==> src/hw/rtl/jmhp_pkg.sv <==
`timescale 1ns / 1ps
// ----------------------------------------------------------------------------
// jmhp_pkg - shared types and constants of the JPEG marker header parser
// Parse phases, result kinds, marker codes, queue sizing and the result record.
// ----------------------------------------------------------------------------
package jmhp_pkg;

    localparam logic [7:0] MARK_FILL = 8'hFF;
    localparam logic [7:0] MARK_SOF0 = 8'hC0;
    localparam logic [7:0] MARK_SOF2 = 8'hC2;
    localparam logic [7:0] MARK_DQT  = 8'hDB;
    localparam logic [7:0] MARK_SOS  = 8'hDA;
    localparam logic [7:0] BYTE_ZERO = 8'h00;

    localparam logic [5:0] QUANT_LAST = 6'd63;

    localparam logic [2:0] KIND_FRAME_HDR  = 3'd0;
    localparam logic [2:0] KIND_FRAME_COMP = 3'd1;
    localparam logic [2:0] KIND_QUANT      = 3'd2;
    localparam logic [2:0] KIND_SCAN_COMP  = 3'd3;
    localparam logic [2:0] KIND_SCAN_PARAM = 3'd4;
    localparam logic [2:0] KIND_ENTROPY    = 3'd5;

    localparam int Q_DEPTH = 4;
    localparam int Q_PTR_W = $clog2(Q_DEPTH);
    localparam int Q_CNT_W = $clog2(Q_DEPTH + 1);

    typedef enum logic [3:0] {
        PH_HUNT,
        PH_SOF_HDR,
        PH_SOF_COMP,
        PH_DQT_HDR,
        PH_DQT_TBL,
        PH_SOS_HDR,
        PH_SOS_COMP,
        PH_SOS_TAIL,
        PH_SKIP_HUNT,
        PH_SKIP_SCAN,
        PH_ENTROPY
    } t_phase;

    typedef struct packed {
        logic [2:0]  kind;
        logic [7:0]  byte_value;
        logic [15:0] height;
        logic [15:0] width;
        logic [7:0]  count;
        logic [3:0]  high_nibble;
        logic [3:0]  low_nibble;
        logic [7:0]  table_select;
        logic [5:0]  quant_index;
        logic [15:0] quant_value;
        logic        segment_end;
    } t_result;

endpackage

==> src/hw/rtl/jpeg_marker_header_parser.sv <==
`timescale 1ns / 1ps
// ----------------------------------------------------------------------------
// jpeg_marker_header_parser - JPEG marker segment parser, top level
// Parses SOF0/SOF2, DQT and SOS headers and streams unstuffed entropy bytes.
//
//   channel  direction  handshake                   payload
//   in       input      i_in_valid / o_in_ready      i_data_byte, i_final_byte
//   out      output     o_out_valid / i_out_ready    o_kind .. o_segment_end
//
// One byte per cycle while the queue has space; each byte is parsed by the
// front state machine, which sets the rate.
// A result is written into the queue at the edge that accepts its byte, and
// from there it is loaded into the output register.
// Results pass a four-entry queue and an output register.
// Reset is synchronous, active low: parser back to marker hunt, queue emptied.
// Input stalls only while the queue is full.
// ----------------------------------------------------------------------------
module jpeg_marker_header_parser (
    input  logic        i_clk,
    input  logic        i_rst_n,
    input  logic        i_in_valid,
    output logic        o_in_ready,
    input  logic [7:0]  i_data_byte,
    input  logic        i_final_byte,
    output logic        o_out_valid,
    input  logic        i_out_ready,
    output logic [2:0]  o_kind,
    output logic [7:0]  o_byte_value,
    output logic [15:0] o_height,
    output logic [15:0] o_width,
    output logic [7:0]  o_count,
    output logic [3:0]  o_high_nibble,
    output logic [3:0]  o_low_nibble,
    output logic [7:0]  o_table_select,
    output logic [5:0]  o_quant_index,
    output logic [15:0] o_quant_value,
    output logic        o_segment_end
);

    logic              q_space;
    logic              q_push;
    logic              q_pop;
    logic              q_avail;
    jmhp_pkg::t_result f_result;
    jmhp_pkg::t_result q_item;
    jmhp_pkg::t_result out_item;

    assign o_in_ready = q_space;

    jmhp_front u_front (
        .i_clk        (i_clk),
        .i_rst_n      (i_rst_n),
        .i_in_valid   (i_in_valid),
        .i_space      (q_space),
        .i_data_byte  (i_data_byte),
        .i_final_byte (i_final_byte),
        .o_push       (q_push),
        .o_result     (f_result)
    );

    jmhp_queue u_queue (
        .i_clk   (i_clk),
        .i_rst_n (i_rst_n),
        .i_push  (q_push),
        .i_item  (f_result),
        .o_space (q_space),
        .i_pop   (q_pop),
        .o_avail (q_avail),
        .o_item  (q_item)
    );

    jmhp_back u_back (
        .i_clk       (i_clk),
        .i_rst_n     (i_rst_n),
        .i_avail     (q_avail),
        .i_item      (q_item),
        .o_pop       (q_pop),
        .i_out_ready (i_out_ready),
        .o_out_valid (o_out_valid),
        .o_item      (out_item)
    );

    assign o_kind         = out_item.kind;
    assign o_byte_value   = out_item.byte_value;
    assign o_height       = out_item.height;
    assign o_width        = out_item.width;
    assign o_count        = out_item.count;
    assign o_high_nibble  = out_item.high_nibble;
    assign o_low_nibble   = out_item.low_nibble;
    assign o_table_select = out_item.table_select;
    assign o_quant_index  = out_item.quant_index;
    assign o_quant_value  = out_item.quant_value;
    assign o_segment_end  = out_item.segment_end;

endmodule

==> src/hw/rtl/jmhp_front.sv <==
`timescale 1ns / 1ps
// ----------------------------------------------------------------------------
// jmhp_front - byte parser
// Takes one file byte per request, walks the marker segments and pushes at
// most one result record into the queue for each byte.
// ----------------------------------------------------------------------------
module jmhp_front (
    input  logic             i_clk,
    input  logic             i_rst_n,
    input  logic             i_in_valid,
    input  logic             i_space,
    input  logic [7:0]       i_data_byte,
    input  logic             i_final_byte,
    output logic             o_push,
    output jmhp_pkg::t_result o_result
);

    jmhp_pkg::t_phase r_phase, n_phase;
    logic [15:0] r_seg_left, n_seg_left;
    logic [2:0]  r_step, n_step;
    logic [7:0]  r_items, n_items;
    logic [5:0]  r_entry, n_entry;
    logic [7:0]  r_tbl_hdr, n_tbl_hdr;
    logic [7:0]  r_held, n_held;
    logic [7:0]  r_held2, n_held2;
    logic [7:0]  r_prec, n_prec;
    logic [15:0] r_height, n_height;
    logic [15:0] r_width, n_width;
    logic        r_after_ff, n_after_ff;

    logic        accept;
    logic [7:0]  b;
    logic [15:0] seg_dec;
    logic [15:0] seg_len;
    logic [15:0] seg_set;
    logic [7:0]  items_dec;
    jmhp_pkg::t_result res;
    logic        emit;

    assign accept  = i_in_valid && i_space;
    assign b       = i_data_byte;
    assign seg_dec = (r_seg_left != 16'd0) ? r_seg_left - 16'd1 : r_seg_left;
    assign seg_len = {r_held, b};
    assign seg_set = (seg_len >= 16'd2) ? seg_len - 16'd2 : 16'd0;
    assign items_dec = r_items - 8'd1;

    always_ff @(posedge i_clk) begin
        if (!i_rst_n) begin
            r_phase    <= jmhp_pkg::PH_HUNT;
            r_seg_left <= '0;
            r_step     <= '0;
            r_items    <= '0;
            r_entry    <= '0;
            r_tbl_hdr  <= '0;
            r_held     <= '0;
            r_held2    <= '0;
            r_prec     <= '0;
            r_height   <= '0;
            r_width    <= '0;
            r_after_ff <= 1'b0;
        end else if (accept) begin
            r_phase    <= n_phase;
            r_seg_left <= n_seg_left;
            r_step     <= n_step;
            r_items    <= n_items;
            r_entry    <= n_entry;
            r_tbl_hdr  <= n_tbl_hdr;
            r_held     <= n_held;
            r_held2    <= n_held2;
            r_prec     <= n_prec;
            r_height   <= n_height;
            r_width    <= n_width;
            r_after_ff <= n_after_ff;
        end
    end

    always_comb begin
        n_phase    = r_phase;
        n_seg_left = r_seg_left;
        n_step     = r_step;
        n_items    = r_items;
        n_entry    = r_entry;
        n_tbl_hdr  = r_tbl_hdr;
        n_held     = r_held;
        n_held2    = r_held2;
        n_prec     = r_prec;
        n_height   = r_height;
        n_width    = r_width;
        n_after_ff = r_after_ff;
        res        = '0;
        emit       = 1'b0;

        unique case (r_phase)
            jmhp_pkg::PH_HUNT: begin
                if (r_after_ff) begin
                    n_after_ff = 1'b0;
                    n_step     = '0;
                    if (b == jmhp_pkg::MARK_SOF0 || b == jmhp_pkg::MARK_SOF2) begin
                        n_phase = jmhp_pkg::PH_SOF_HDR;
                    end else if (b == jmhp_pkg::MARK_DQT) begin
                        n_phase = jmhp_pkg::PH_DQT_HDR;
                    end else if (b == jmhp_pkg::MARK_SOS) begin
                        n_phase = jmhp_pkg::PH_SOS_HDR;
                    end else begin
                        n_after_ff = (b == jmhp_pkg::MARK_FILL);
                    end
                end else begin
                    n_after_ff = (b == jmhp_pkg::MARK_FILL);
                end
            end
            jmhp_pkg::PH_SOF_HDR: begin
                if (r_step == 3'd0) begin
                    n_held = b;
                    n_step = 3'd1;
                end else if (r_step == 3'd1) begin
                    n_seg_left = seg_set;
                    n_step     = 3'd2;
                end else begin
                    n_seg_left = seg_dec;
                    n_step     = r_step + 3'd1;
                    case (r_step)
                        3'd2: n_prec   = b;
                        3'd3: n_height = {b, 8'h00};
                        3'd4: n_height = r_height | {8'h00, b};
                        3'd5: n_width  = {b, 8'h00};
                        3'd6: n_width  = r_width | {8'h00, b};
                        default: begin
                            emit            = 1'b1;
                            res.kind        = jmhp_pkg::KIND_FRAME_HDR;
                            res.byte_value  = r_prec;
                            res.height      = r_height;
                            res.width       = r_width;
                            res.count       = b;
                            res.segment_end = (b == 8'd0);
                            n_items         = b;
                            n_step          = '0;
                            if (b == 8'd0) begin
                                n_phase = (seg_dec != 16'd0) ? jmhp_pkg::PH_SKIP_HUNT
                                                             : jmhp_pkg::PH_HUNT;
                            end else begin
                                n_phase = jmhp_pkg::PH_SOF_COMP;
                            end
                        end
                    endcase
                end
            end
            jmhp_pkg::PH_SOF_COMP: begin
                n_seg_left = seg_dec;
                if (r_step == 3'd0) begin
                    n_held = b;
                    n_step = 3'd1;
                end else if (r_step == 3'd1) begin
                    n_held2 = b;
                    n_step  = 3'd2;
                end else begin
                    emit             = 1'b1;
                    res.kind         = jmhp_pkg::KIND_FRAME_COMP;
                    res.byte_value   = r_held;
                    res.high_nibble  = r_held2[7:4];
                    res.low_nibble   = r_held2[3:0];
                    res.table_select = b;
                    res.segment_end  = (r_items == 8'd1);
                    n_items          = items_dec;
                    n_step           = '0;
                    if (items_dec == 8'd0) begin
                        n_phase = (seg_dec != 16'd0) ? jmhp_pkg::PH_SKIP_HUNT
                                                     : jmhp_pkg::PH_HUNT;
                    end
                end
            end
            jmhp_pkg::PH_DQT_HDR: begin
                if (r_step == 3'd0) begin
                    n_held = b;
                    n_step = 3'd1;
                end else begin
                    n_seg_left = seg_set;
                    n_step     = '0;
                    n_phase    = (seg_set != 16'd0) ? jmhp_pkg::PH_DQT_TBL
                                                    : jmhp_pkg::PH_HUNT;
                end
            end
            jmhp_pkg::PH_DQT_TBL: begin
                n_seg_left = seg_dec;
                if (r_step == 3'd0) begin
                    n_tbl_hdr = b;
                    n_entry   = '0;
                    n_step    = 3'd1;
                end else if (r_step == 3'd1 && r_tbl_hdr[7:4] != 4'd0) begin
                    n_held = b;
                    n_step = 3'd2;
                end else begin
                    emit            = 1'b1;
                    res.kind        = jmhp_pkg::KIND_QUANT;
                    res.high_nibble = r_tbl_hdr[7:4];
                    res.low_nibble  = r_tbl_hdr[3:0];
                    res.quant_index = r_entry;
                    res.quant_value = (r_step == 3'd2) ? {r_held, b} : {8'h00, b};
                    res.segment_end = (seg_dec == 16'd0);
                    n_step          = (r_entry == jmhp_pkg::QUANT_LAST) ? 3'd0 : 3'd1;
                    n_entry         = r_entry + 6'd1;
                end
                if (seg_dec == 16'd0) begin
                    n_phase = jmhp_pkg::PH_HUNT;
                    n_step  = '0;
                end
            end
            jmhp_pkg::PH_SOS_HDR: begin
                if (r_step == 3'd0) begin
                    n_held = b;
                    n_step = 3'd1;
                end else if (r_step == 3'd1) begin
                    n_seg_left = seg_set;
                    n_step     = 3'd2;
                end else begin
                    n_seg_left = seg_dec;
                    n_items    = b;
                    n_step     = '0;
                    n_phase    = (b == 8'd0) ? jmhp_pkg::PH_SOS_TAIL
                                             : jmhp_pkg::PH_SOS_COMP;
                end
            end
            jmhp_pkg::PH_SOS_COMP: begin
                n_seg_left = seg_dec;
                if (r_step == 3'd0) begin
                    n_held = b;
                    n_step = 3'd1;
                end else begin
                    emit            = 1'b1;
                    res.kind        = jmhp_pkg::KIND_SCAN_COMP;
                    res.byte_value  = r_held;
                    res.high_nibble = b[7:4];
                    res.low_nibble  = b[3:0];
                    n_items         = items_dec;
                    n_step          = '0;
                    if (items_dec == 8'd0) begin
                        n_phase = jmhp_pkg::PH_SOS_TAIL;
                    end
                end
            end
            jmhp_pkg::PH_SOS_TAIL: begin
                n_seg_left = seg_dec;
                if (r_step == 3'd0) begin
                    n_held = b;
                    n_step = 3'd1;
                end else if (r_step == 3'd1) begin
                    n_held2 = b;
                    n_step  = 3'd2;
                end else begin
                    emit            = 1'b1;
                    res.kind        = jmhp_pkg::KIND_SCAN_PARAM;
                    res.byte_value  = r_held;
                    res.count       = r_held2;
                    res.high_nibble = b[7:4];
                    res.low_nibble  = b[3:0];
                    res.segment_end = 1'b1;
                    n_after_ff      = 1'b0;
                    n_step          = '0;
                    n_phase         = (seg_dec != 16'd0) ? jmhp_pkg::PH_SKIP_SCAN
                                                         : jmhp_pkg::PH_ENTROPY;
                end
            end
            jmhp_pkg::PH_SKIP_HUNT,
            jmhp_pkg::PH_SKIP_SCAN: begin
                n_seg_left = seg_dec;
                if (seg_dec == 16'd0) begin
                    n_phase    = (r_phase == jmhp_pkg::PH_SKIP_SCAN) ? jmhp_pkg::PH_ENTROPY
                                                                     : jmhp_pkg::PH_HUNT;
                    n_after_ff = 1'b0;
                end
            end
            jmhp_pkg::PH_ENTROPY: begin
                if (r_after_ff) begin
                    if (b == jmhp_pkg::BYTE_ZERO) begin
                        emit           = 1'b1;
                        res.kind       = jmhp_pkg::KIND_ENTROPY;
                        res.byte_value = jmhp_pkg::MARK_FILL;
                        n_after_ff     = 1'b0;
                    end else if (b != jmhp_pkg::MARK_FILL) begin
                        n_after_ff = 1'b0;
                        n_step     = '0;
                        if (b == jmhp_pkg::MARK_SOF0 || b == jmhp_pkg::MARK_SOF2) begin
                            n_phase = jmhp_pkg::PH_SOF_HDR;
                        end else if (b == jmhp_pkg::MARK_DQT) begin
                            n_phase = jmhp_pkg::PH_DQT_HDR;
                        end else if (b == jmhp_pkg::MARK_SOS) begin
                            n_phase = jmhp_pkg::PH_SOS_HDR;
                        end else begin
                            n_phase = jmhp_pkg::PH_HUNT;
                        end
                    end
                end else if (b == jmhp_pkg::MARK_FILL) begin
                    n_after_ff = 1'b1;
                end else begin
                    emit           = 1'b1;
                    res.kind       = jmhp_pkg::KIND_ENTROPY;
                    res.byte_value = b;
                end
            end
            default: begin
                n_phase    = jmhp_pkg::PH_HUNT;
                n_after_ff = 1'b0;
                n_step     = '0;
            end
        endcase

        if (i_final_byte) begin
            n_phase    = jmhp_pkg::PH_HUNT;
            n_after_ff = 1'b0;
            n_step     = '0;
        end
    end

    assign o_push   = accept && emit;
    assign o_result = res;

    a_push_on_accept: assert property (@(posedge i_clk) disable iff (!i_rst_n)
        o_push |-> i_in_valid && i_space)
        else $error("result pushed without an accepted byte");

    a_kind_range: assert property (@(posedge i_clk) disable iff (!i_rst_n)
        o_push |-> o_result.kind <= jmhp_pkg::KIND_ENTROPY)
        else $error("result kind out of range");

endmodule

==> src/hw/rtl/jmhp_queue.sv <==
`timescale 1ns / 1ps
// ----------------------------------------------------------------------------
// jmhp_queue - result queue
// Short first-in first-out buffer that decouples the parser from the output.
// ----------------------------------------------------------------------------
module jmhp_queue (
    input  logic              i_clk,
    input  logic              i_rst_n,
    input  logic              i_push,
    input  jmhp_pkg::t_result i_item,
    output logic              o_space,
    input  logic              i_pop,
    output logic              o_avail,
    output jmhp_pkg::t_result o_item
);

    jmhp_pkg::t_result r_mem [jmhp_pkg::Q_DEPTH];
    logic [jmhp_pkg::Q_PTR_W-1:0] r_wr_ptr, n_wr_ptr;
    logic [jmhp_pkg::Q_PTR_W-1:0] r_rd_ptr, n_rd_ptr;
    logic [jmhp_pkg::Q_CNT_W-1:0] r_count, n_count;

    localparam logic [jmhp_pkg::Q_PTR_W-1:0] PTR_LAST =
        jmhp_pkg::Q_PTR_W'(jmhp_pkg::Q_DEPTH - 1);
    localparam logic [jmhp_pkg::Q_PTR_W-1:0] PTR_ONE =
        jmhp_pkg::Q_PTR_W'(1);
    localparam logic [jmhp_pkg::Q_CNT_W-1:0] CNT_FULL =
        jmhp_pkg::Q_CNT_W'(jmhp_pkg::Q_DEPTH);
    localparam logic [jmhp_pkg::Q_CNT_W-1:0] CNT_ONE =
        jmhp_pkg::Q_CNT_W'(1);

    assign o_space = (r_count != CNT_FULL);
    assign o_avail = (r_count != '0);
    assign o_item  = r_mem[r_rd_ptr];

    always_comb begin
        n_wr_ptr = r_wr_ptr;
        n_rd_ptr = r_rd_ptr;
        n_count  = r_count;
        if (i_push) begin
            n_wr_ptr = (r_wr_ptr == PTR_LAST) ? '0 : r_wr_ptr + PTR_ONE;
        end
        if (i_pop) begin
            n_rd_ptr = (r_rd_ptr == PTR_LAST) ? '0 : r_rd_ptr + PTR_ONE;
        end
        if (i_push && !i_pop) begin
            n_count = r_count + CNT_ONE;
        end else if (!i_push && i_pop) begin
            n_count = r_count - CNT_ONE;
        end
    end

    always_ff @(posedge i_clk) begin
        if (!i_rst_n) begin
            r_wr_ptr <= '0;
            r_rd_ptr <= '0;
            r_count  <= '0;
        end else begin
            r_wr_ptr <= n_wr_ptr;
            r_rd_ptr <= n_rd_ptr;
            r_count  <= n_count;
        end
    end

    always_ff @(posedge i_clk) begin
        if (i_push) begin
            r_mem[r_wr_ptr] <= i_item;
        end
    end

    a_no_overflow: assert property (@(posedge i_clk) disable iff (!i_rst_n)
        i_push |-> o_space)
        else $error("push into a full queue");

    a_no_underflow: assert property (@(posedge i_clk) disable iff (!i_rst_n)
        i_pop |-> o_avail)
        else $error("pop from an empty queue");

    a_count_bound: assert property (@(posedge i_clk) disable iff (!i_rst_n)
        r_count <= CNT_FULL)
        else $error("queue count beyond depth");

endmodule

==> src/hw/rtl/jmhp_back.sv <==
`timescale 1ns / 1ps
// ----------------------------------------------------------------------------
// jmhp_back - output stage
// Pops result records from the queue into the output register and holds
// each one until the downstream side takes it.
// ----------------------------------------------------------------------------
module jmhp_back (
    input  logic              i_clk,
    input  logic              i_rst_n,
    input  logic              i_avail,
    input  jmhp_pkg::t_result i_item,
    output logic              o_pop,
    input  logic              i_out_ready,
    output logic              o_out_valid,
    output jmhp_pkg::t_result o_item
);

    logic              r_valid;
    jmhp_pkg::t_result r_item;

    assign o_pop       = i_avail && (!r_valid || i_out_ready);
    assign o_out_valid = r_valid;
    assign o_item      = r_item;

    always_ff @(posedge i_clk) begin
        if (!i_rst_n) begin
            r_valid <= 1'b0;
        end else if (o_pop) begin
            r_valid <= 1'b1;
        end else if (i_out_ready) begin
            r_valid <= 1'b0;
        end
    end

    always_ff @(posedge i_clk) begin
        if (o_pop) begin
            r_item <= i_item;
        end
    end

endmodule
==> config.mk <==
export PLATFORM = sky130hd
export DESIGN_NAME = jpeg_marker_header_parser
export DESIGN_NICKNAME = d
export VERILOG_FILES = /design/src/hw/rtl/jmhp_pkg.sv /design/src/hw/rtl/jpeg_marker_header_parser.sv /design/src/hw/rtl/jmhp_front.sv /design/src/hw/rtl/jmhp_queue.sv /design/src/hw/rtl/jmhp_back.sv
export SDC_FILE = /design/constraint.sdc
export NUM_CORES = 1
export LEC_CHECK = 0
export BUFFER_PORTS_ARGS = -buffer_cell sky130_fd_sc_hd__buf_4
export CAP_MARGIN = 20
export CORE_MARGIN = 2
export CORE_UTILIZATION = 66
export DETAILED_ROUTE_END_ITERATION = 8
export GPL_TIMING_DRIVEN = 0
export PLACE_DENSITY_LB_ADDON = 0.08
export SYNTH_ARGS = -nofsm -noshare
export SYNTH_HDL_FRONTEND = slang
export SYNTH_SLANG_ARGS = --single-unit
==> constraint.sdc <==
create_clock -name i_clk -period 19.1 [get_ports i_clk]
set_input_delay 1.91 -clock i_clk [delete_from_list [all_inputs] [get_ports i_clk]]
set_output_delay 1.91 -clock i_clk [all_outputs]
set_load 0.005 [all_outputs]
# Word level (Yosys, flattened, before mapping)
# Memory sizes are Yosys's and may differ from the RTL's. A register that Yosys moved wholly into a read port is not among the register bits.
# Index checks and enable logic that the tools add are counted.
[totals]
register_bits = 110
ram_bits = 360
output_inout_bits = 92
word_cells = 282
n_memories = 1
[op_classes]
n_addsub = 9
n_lt_le_gt_ge = 1
n_eq_ne = 63
mux = 139
n_bitwise = 4
n_reduce_logical = 49
[mem_list]
columns = ["memory", "words", "width", "read_ports", "rd_ports_with_merged_regs", "wr", "line", "source"]
rows = [
  ["u_queue.r_mem", 4, 90, 1, 1, 1, "jmhp_queue.sv:17", "jmhp_pkg::t_result r_mem [jmhp_pkg::Q_DEPTH];"],
]
[ops]
columns = ["op", "count"]
rows = [
  ["$mux W16", 8],
  ["$mux W8", 15],
  ["$mux W4", 28],
  ["$mux W51", 2],
  ["$mux W11", 6],
  ["$pmux W16 S2", 2],
  ["$pmux W8 S4", 2],
  ["$mux W3", 16],
  ["$mux W48", 1],
  ["$pmux W16 S3", 1],
  ["$reduce_bool A16 Y1", 3],
  ["$mux W23", 2],
  ["$eq A8 B8 Y1 const B", 5],
  ["$pmux W4 S10", 1],
  ["$pmux W8 S5", 1],
  ["$ne A3 B3 Y1 const B", 13],
  ["$mux W1", 35],
  ["$mux W32", 1],
  ["$or A16 B8 Y16", 2],
  ["$pmux W8 S2", 2],
  ["$reduce_and A5 Y1", 5],
  ["$ne A2 B2 Y1 const B", 12],
  ["$mux W22", 1],
  ["$ne A3 B2 Y1 const B", 7],
  ["49 further kinds", 94],
]

# Longest topological paths before layout
[depth]
depth_word = 11
depth_mapped = 16

# By module
# A second synthesis with hierarchy kept.
[hier_totals]
cells_unflattened = 1512
area_unflattened_um2 = 22950.8
[by_module_without_submodules]
columns = ["module", "instances", "cells_per_inst", "area_each_um2"]
rows = [
  ["jmhp_queue", 1, 515, 13536.7],
  ["jmhp_front", 1, 903, 6663.9],
  ["jmhp_back", 1, 94, 2750.1],
]

# Least setup slack after synthesis
# No wires, ideal clock.
[synth_timing]
kind = "input to register"
from = "input i_out_ready"
to = "register u_queue.r_count[2] (netlist name)"
setup_ps = 76
arrival_ps = 8068
slack_ps = 10956
path_stages = 9
n_path_buf = 0
cell_sequence = "inv_1 -> a21oi_1 -> inv_1 -> ha_1 -> inv_1 -> fa_1 -> xor2_1 -> or3_1 -> a21boi_0"
[synth_between]
elab_chain_len = 5
elab_cells_between_ends = 7
cone_classes = "1 x mux; 6 x reduce/logical"
[synth_rtl]
columns = ["item", "line", "source"]
rows = [
  ["start: declaration", "jpeg_marker_header_parser.sv:26", "input logic i_out_ready,"],
  ["$logic_or A1 B1 Y1 *", "jmhp_back.sv:21", "assign o_pop = i_avail && (!r_valid || i_out_ready);"],
  ["$logic_and A1 B1 Y1 *", "jmhp_back.sv:21", ""],
  ["via q_pop", "jpeg_marker_header_parser.sv:42", "logic q_pop;"],
  ["$logic_not A1 Y1", "jmhp_queue.sv:45", "if (i_push && !i_pop) begin"],
  ["$logic_and A1 B1 Y1", "jmhp_queue.sv:45", ""],
  ["$mux W3 or $reduce_bool A2 Y1 (tied branches)", "n/a", ""],
  ["end signal: assignment", "jmhp_queue.sv:60", "r_count <= n_count;"],
  ["end: declaration", "jmhp_queue.sv:20", "logic [jmhp_pkg::Q_CNT_W-1:0] r_count, n_count;"],
]
# Mark *: on every way through the listed nets, which the timed path passes. The rest lies on a longest branch.
# A chain may end at the register's enable or synchronous reset.

# Final worst setup path
[layout_timing]
from = "register u_front.r_step[0]"
to = "register u_queue.r_count[2] (netlist name)"
[layout_between]
elab_chain_len = 10
elab_cells_between_ends = 24
cone_classes = "6 x eq/ne; 10 x mux; 8 x reduce/logical"
[layout_rtl]
columns = ["item", "line", "source"]
rows = [
  ["start: declaration", "jmhp_front.sv:20", "logic [2:0] r_step, n_step;"],
  ["start signal: assignment", "jmhp_front.sv:64", "r_step <= n_step;"],
  ["$eq A3 B2 Y1 or $eq A3 B3 Y1 (tied branches)", "jmhp_front.sv:121", "case (r_step)"],
  ["$reduce_or A5 Y1 (no source line)", "n/a", ""],
  ["$mux W1", "jmhp_front.sv:121", ""],
  ["$mux W1", "jmhp_front.sv:115", "end else if (r_step == 3'd1) begin"],
  ["$mux W1", "jmhp_front.sv:112", "if (r_step == 3'd0) begin"],
  ["$pmux W1 S5 *", "jmhp_front.sv:93", "unique case (r_phase)"],
  ["$logic_and A1 B1 Y1 *", "jmhp_front.sv:313", "assign o_push = accept && emit;"],
  ["via q_push", "jpeg_marker_header_parser.sv:41", "logic q_push;"],
  ["$logic_not A1 Y1", "jmhp_queue.sv:47", "end else if (!i_push && i_pop) begin"],
  ["$logic_and A1 B1 Y1", "jmhp_queue.sv:47", ""],
  ["$reduce_bool A2 Y1 (no source line)", "n/a", ""],
]
# Marked as above.

==> summary.txt <==
vias in the first global route - 14200
total power - 3.10 mW
Post-DP HPWL - 36100 um
largest family of logic cells by synthesized area - multiplexers
sequential cell area fraction in the yosys report - 68.8%
core area - 34300 sq um
GRT overflow - 0
Post-DP Area - 24400 sq um
Vias - 14100
CP Data Required Time - 19.62 ns
Rows - 68
clk slew on worst S/H paths - 0.07 ns
Fillers - 1899
Nets - 1694
Layout area overhead - 15.0%
PortBufs - 101
CTS root buf - clkbuf_16
Fin Setup TNS - 0 ns
1st-pass router iterations - 8
crit start category - flop
# IOs - 105
Post-Syn Area - 22800 sq um
Setup crit end kind - flop
Power Density - 118 nW/um^2
Final period util - 26.0%
clock skew - 0.0232 ns
number of buffers created by CTS - 52
GRT Max-Usage Layer - met2
Max Slew Vio Count - 0
DR iter-0 viols - 1605
initial antenna violation count - 0
Post-Syn Area per Cell - 15.2 sq um
Die W - 190 um
total die area - 36100 sq um
Hold-fix buffers, CTS - 0
HP Class - flop to flop
drt wl/cell - 26.4 um
final wirelength - 57200 um
post-synthesis cell count - 1498
Synth Area in Adders - 0.909%
P_leak - 8.54 nW
M1 GR Usage - 45.2%
cell area after layout - 26300 sq um
Finish-stage setup viols - 0
Net Count, Synth - 1527
gpl congestion - 0.971
post-route ant nets - 0
slowest cell on the critical path - a2111oi_2
r2r setup slk - 14.13 ns
crit-path max cell delay - 1.05 ns
post-synthesis simple-gate area fraction - 9.67%
worst-skew pair later-pin latency - 0.61 ns
Place WS - 13.60 ns
RSZ-0062 raised after global routing - false
predominant post-synthesis flop cell - edfxtp_1
post-CTS setup buffer count - 0
status - finished, final reports clean
Max Root-Sink Buffers - 3
post-synthesis mux area share - 10.8%
met3 global-route usage - 4.30%
Slew @ Worst Pin - 1.18 ns
# diodes - 0
synth warn - 0
FF+latch count, synth - 560
starting density of the core - 66.6%
Post-synth EDFFs - 450
post_cts resized - 0
peak supply drop - 0.135 mV
Setup WS post-layout - 14.13 ns
Worst Setup Path Type - flop to flop
Die H - 190 um
worst path cell trace - inv_1, ha_1, clkbuf_1, nor2_1, nor2_1, a2111oi_2, or2_2, buf_2, nor3_1, a21oi_2, ha_1, inv_1, fa_1, xor2_1, or3_1, a21boi_0
share of cells above drive strength 1 - 19.3%
Final Critical Period - 4.97 ns
GR Util met2 - 53.6%
max frequency - 201 MHz
CTS H-Tree Depth - 2
maximum number of pins on one net before global-route repair - 53
final hold vios - 0
Remaining DRCs - 0
number of clock sinks - 560
CTS tree - yes
global-route wire length before repair - 86400 um
Overall Global Routing Usage - 32.4%
Vias/cell - 6.53
Slew HR - 21.4%
final hold slack - 0.469 ns
compound-gate portion of the synthesized area - 6.88%
xor-xnor portion of the synthesized cell area - 0.843%
Post-synth ARST share - 0%
CP Max Fanout - 10
Distinct cells, synth - 77
Max Cap Viol - 0
WP data arrival - 5.49 ns
## logic make-up after synthesis
kind of cell,Yosys count
xor+xnor,22
buf+inv,124
simple gates,413
fa+ha+maj,16
mux,134
flops,560
compound gates,229
## critical path: cells and delay by family, from the launching register on
family,cells,cell delay [ns]
buffers and inverters,4,0.63
AND/OR/NAND/NOR,5,1.15
XOR/XNOR,1,0.18
AO/OA/AOI/OAI,3,1.65
flip-flops,1,0.39
adder cells (fa/ha/maj),3,0.90
## cell type report
type	instances	area, sq um	area share (%)
plain buffers	95	373	1.42
clock buffers	67	1440	5.47
clock inverters	31	404	1.54
inverters	29	109	0.415
multi-input cells	814	6680	25.4
flip-flops and latches	560	15700	59.8
well taps	455	569	2.17
repair buffers	113	975	3.71
## stage by stage
stage / util, % / instances
2_1_floorplan: - / 1498
3_3_place_gp: 70.5 / 2054
3_5_place_dp: 71.1 / 2063
4_1_cts: 76.5 / 2161
5_1_grt: 76.6 / 2164
6_report: 76.6 / 2164
## layout by cell type (no fill, tap or decap), types with 17 or more instances in the layout
cell type / count
edfxtp_1: 450
a21oi_1: 54
and2_1: 63
buf_4: 103
a22o_1: 18
inv_1: 29
buf_1: 17
clkbuf_1: 82
nand3_1: 19
nor2_1: 99
nor2b_1: 56
nand2_1: 58
mux2i_1: 44
nor3_1: 26
dfxtp_1: 110
clkbuf_16: 52
mux4_2: 90
o21ai_0: 46
nor4_1: 20
## sequential cells by signal (all words and copies together), names as in the netlist, 2 cells and up
signal              cells
u_queue.r_wr_ptr        2
u_front.r_width        16
u_front.r_phase         4
u_queue.r_mem         360
u_front.r_prec          8
u_queue.r_rd_ptr        2
u_front.r_height       16
u_front.r_entry         6
u_front.r_step          3
u_queue.r_count         3
u_front.r_held          8
u_front.r_tbl_hdr       8
u_front.r_seg_left     16
u_back.o_item          90
u_front.r_held2         8
u_front.r_items         8
## cells in the mapped netlist, types with 18 or more instances
cell type  number  area (sq um)
nor4_1         20           125
nor2_1         99           372
mux2i_1        44           440
a21oi_1        55           275
nor2b_1        56           350
inv_1          29           109
dfxtp_1       110          2200
nand2_1        58           218
and2_1         67           419
edfxtp_1      450         13500
nor3_1         28           140
a22o_1         18           158
clkbuf_1       75           282
nand3_1        19          95.1
o21ai_0        46           230
mux4_2         90          2030
## metal layers
metal | up-vias | wire [um]
met1 | 7154 | 22600
met3 | 112 | 4610
met5 | - | 0
met2 | 750 | 28300
met4 | 0 | 1570
li1 | 6113 | -
## final timing paths
| path | cells past startpoint | from | to |
|---|---|---|---|
| max | 16 | u_front.r_step[0] | u_queue.r_count[2] |
| min | 1 | u_front.r_height[8] | u_front.r_height[8] |
| max reg2reg | 16 | u_front.r_step[0] | u_queue.r_count[2] |
| min reg2reg | 1 | u_front.r_height[8] | u_front.r_height[8] |
## where the power goes
group | switching (mW) | internal [mW]
logic | 0.304 | 0.246
registers | 0.0282 | 1.41
clock network | 0.459 | 0.645
Power figures use the tool's default switching activity.
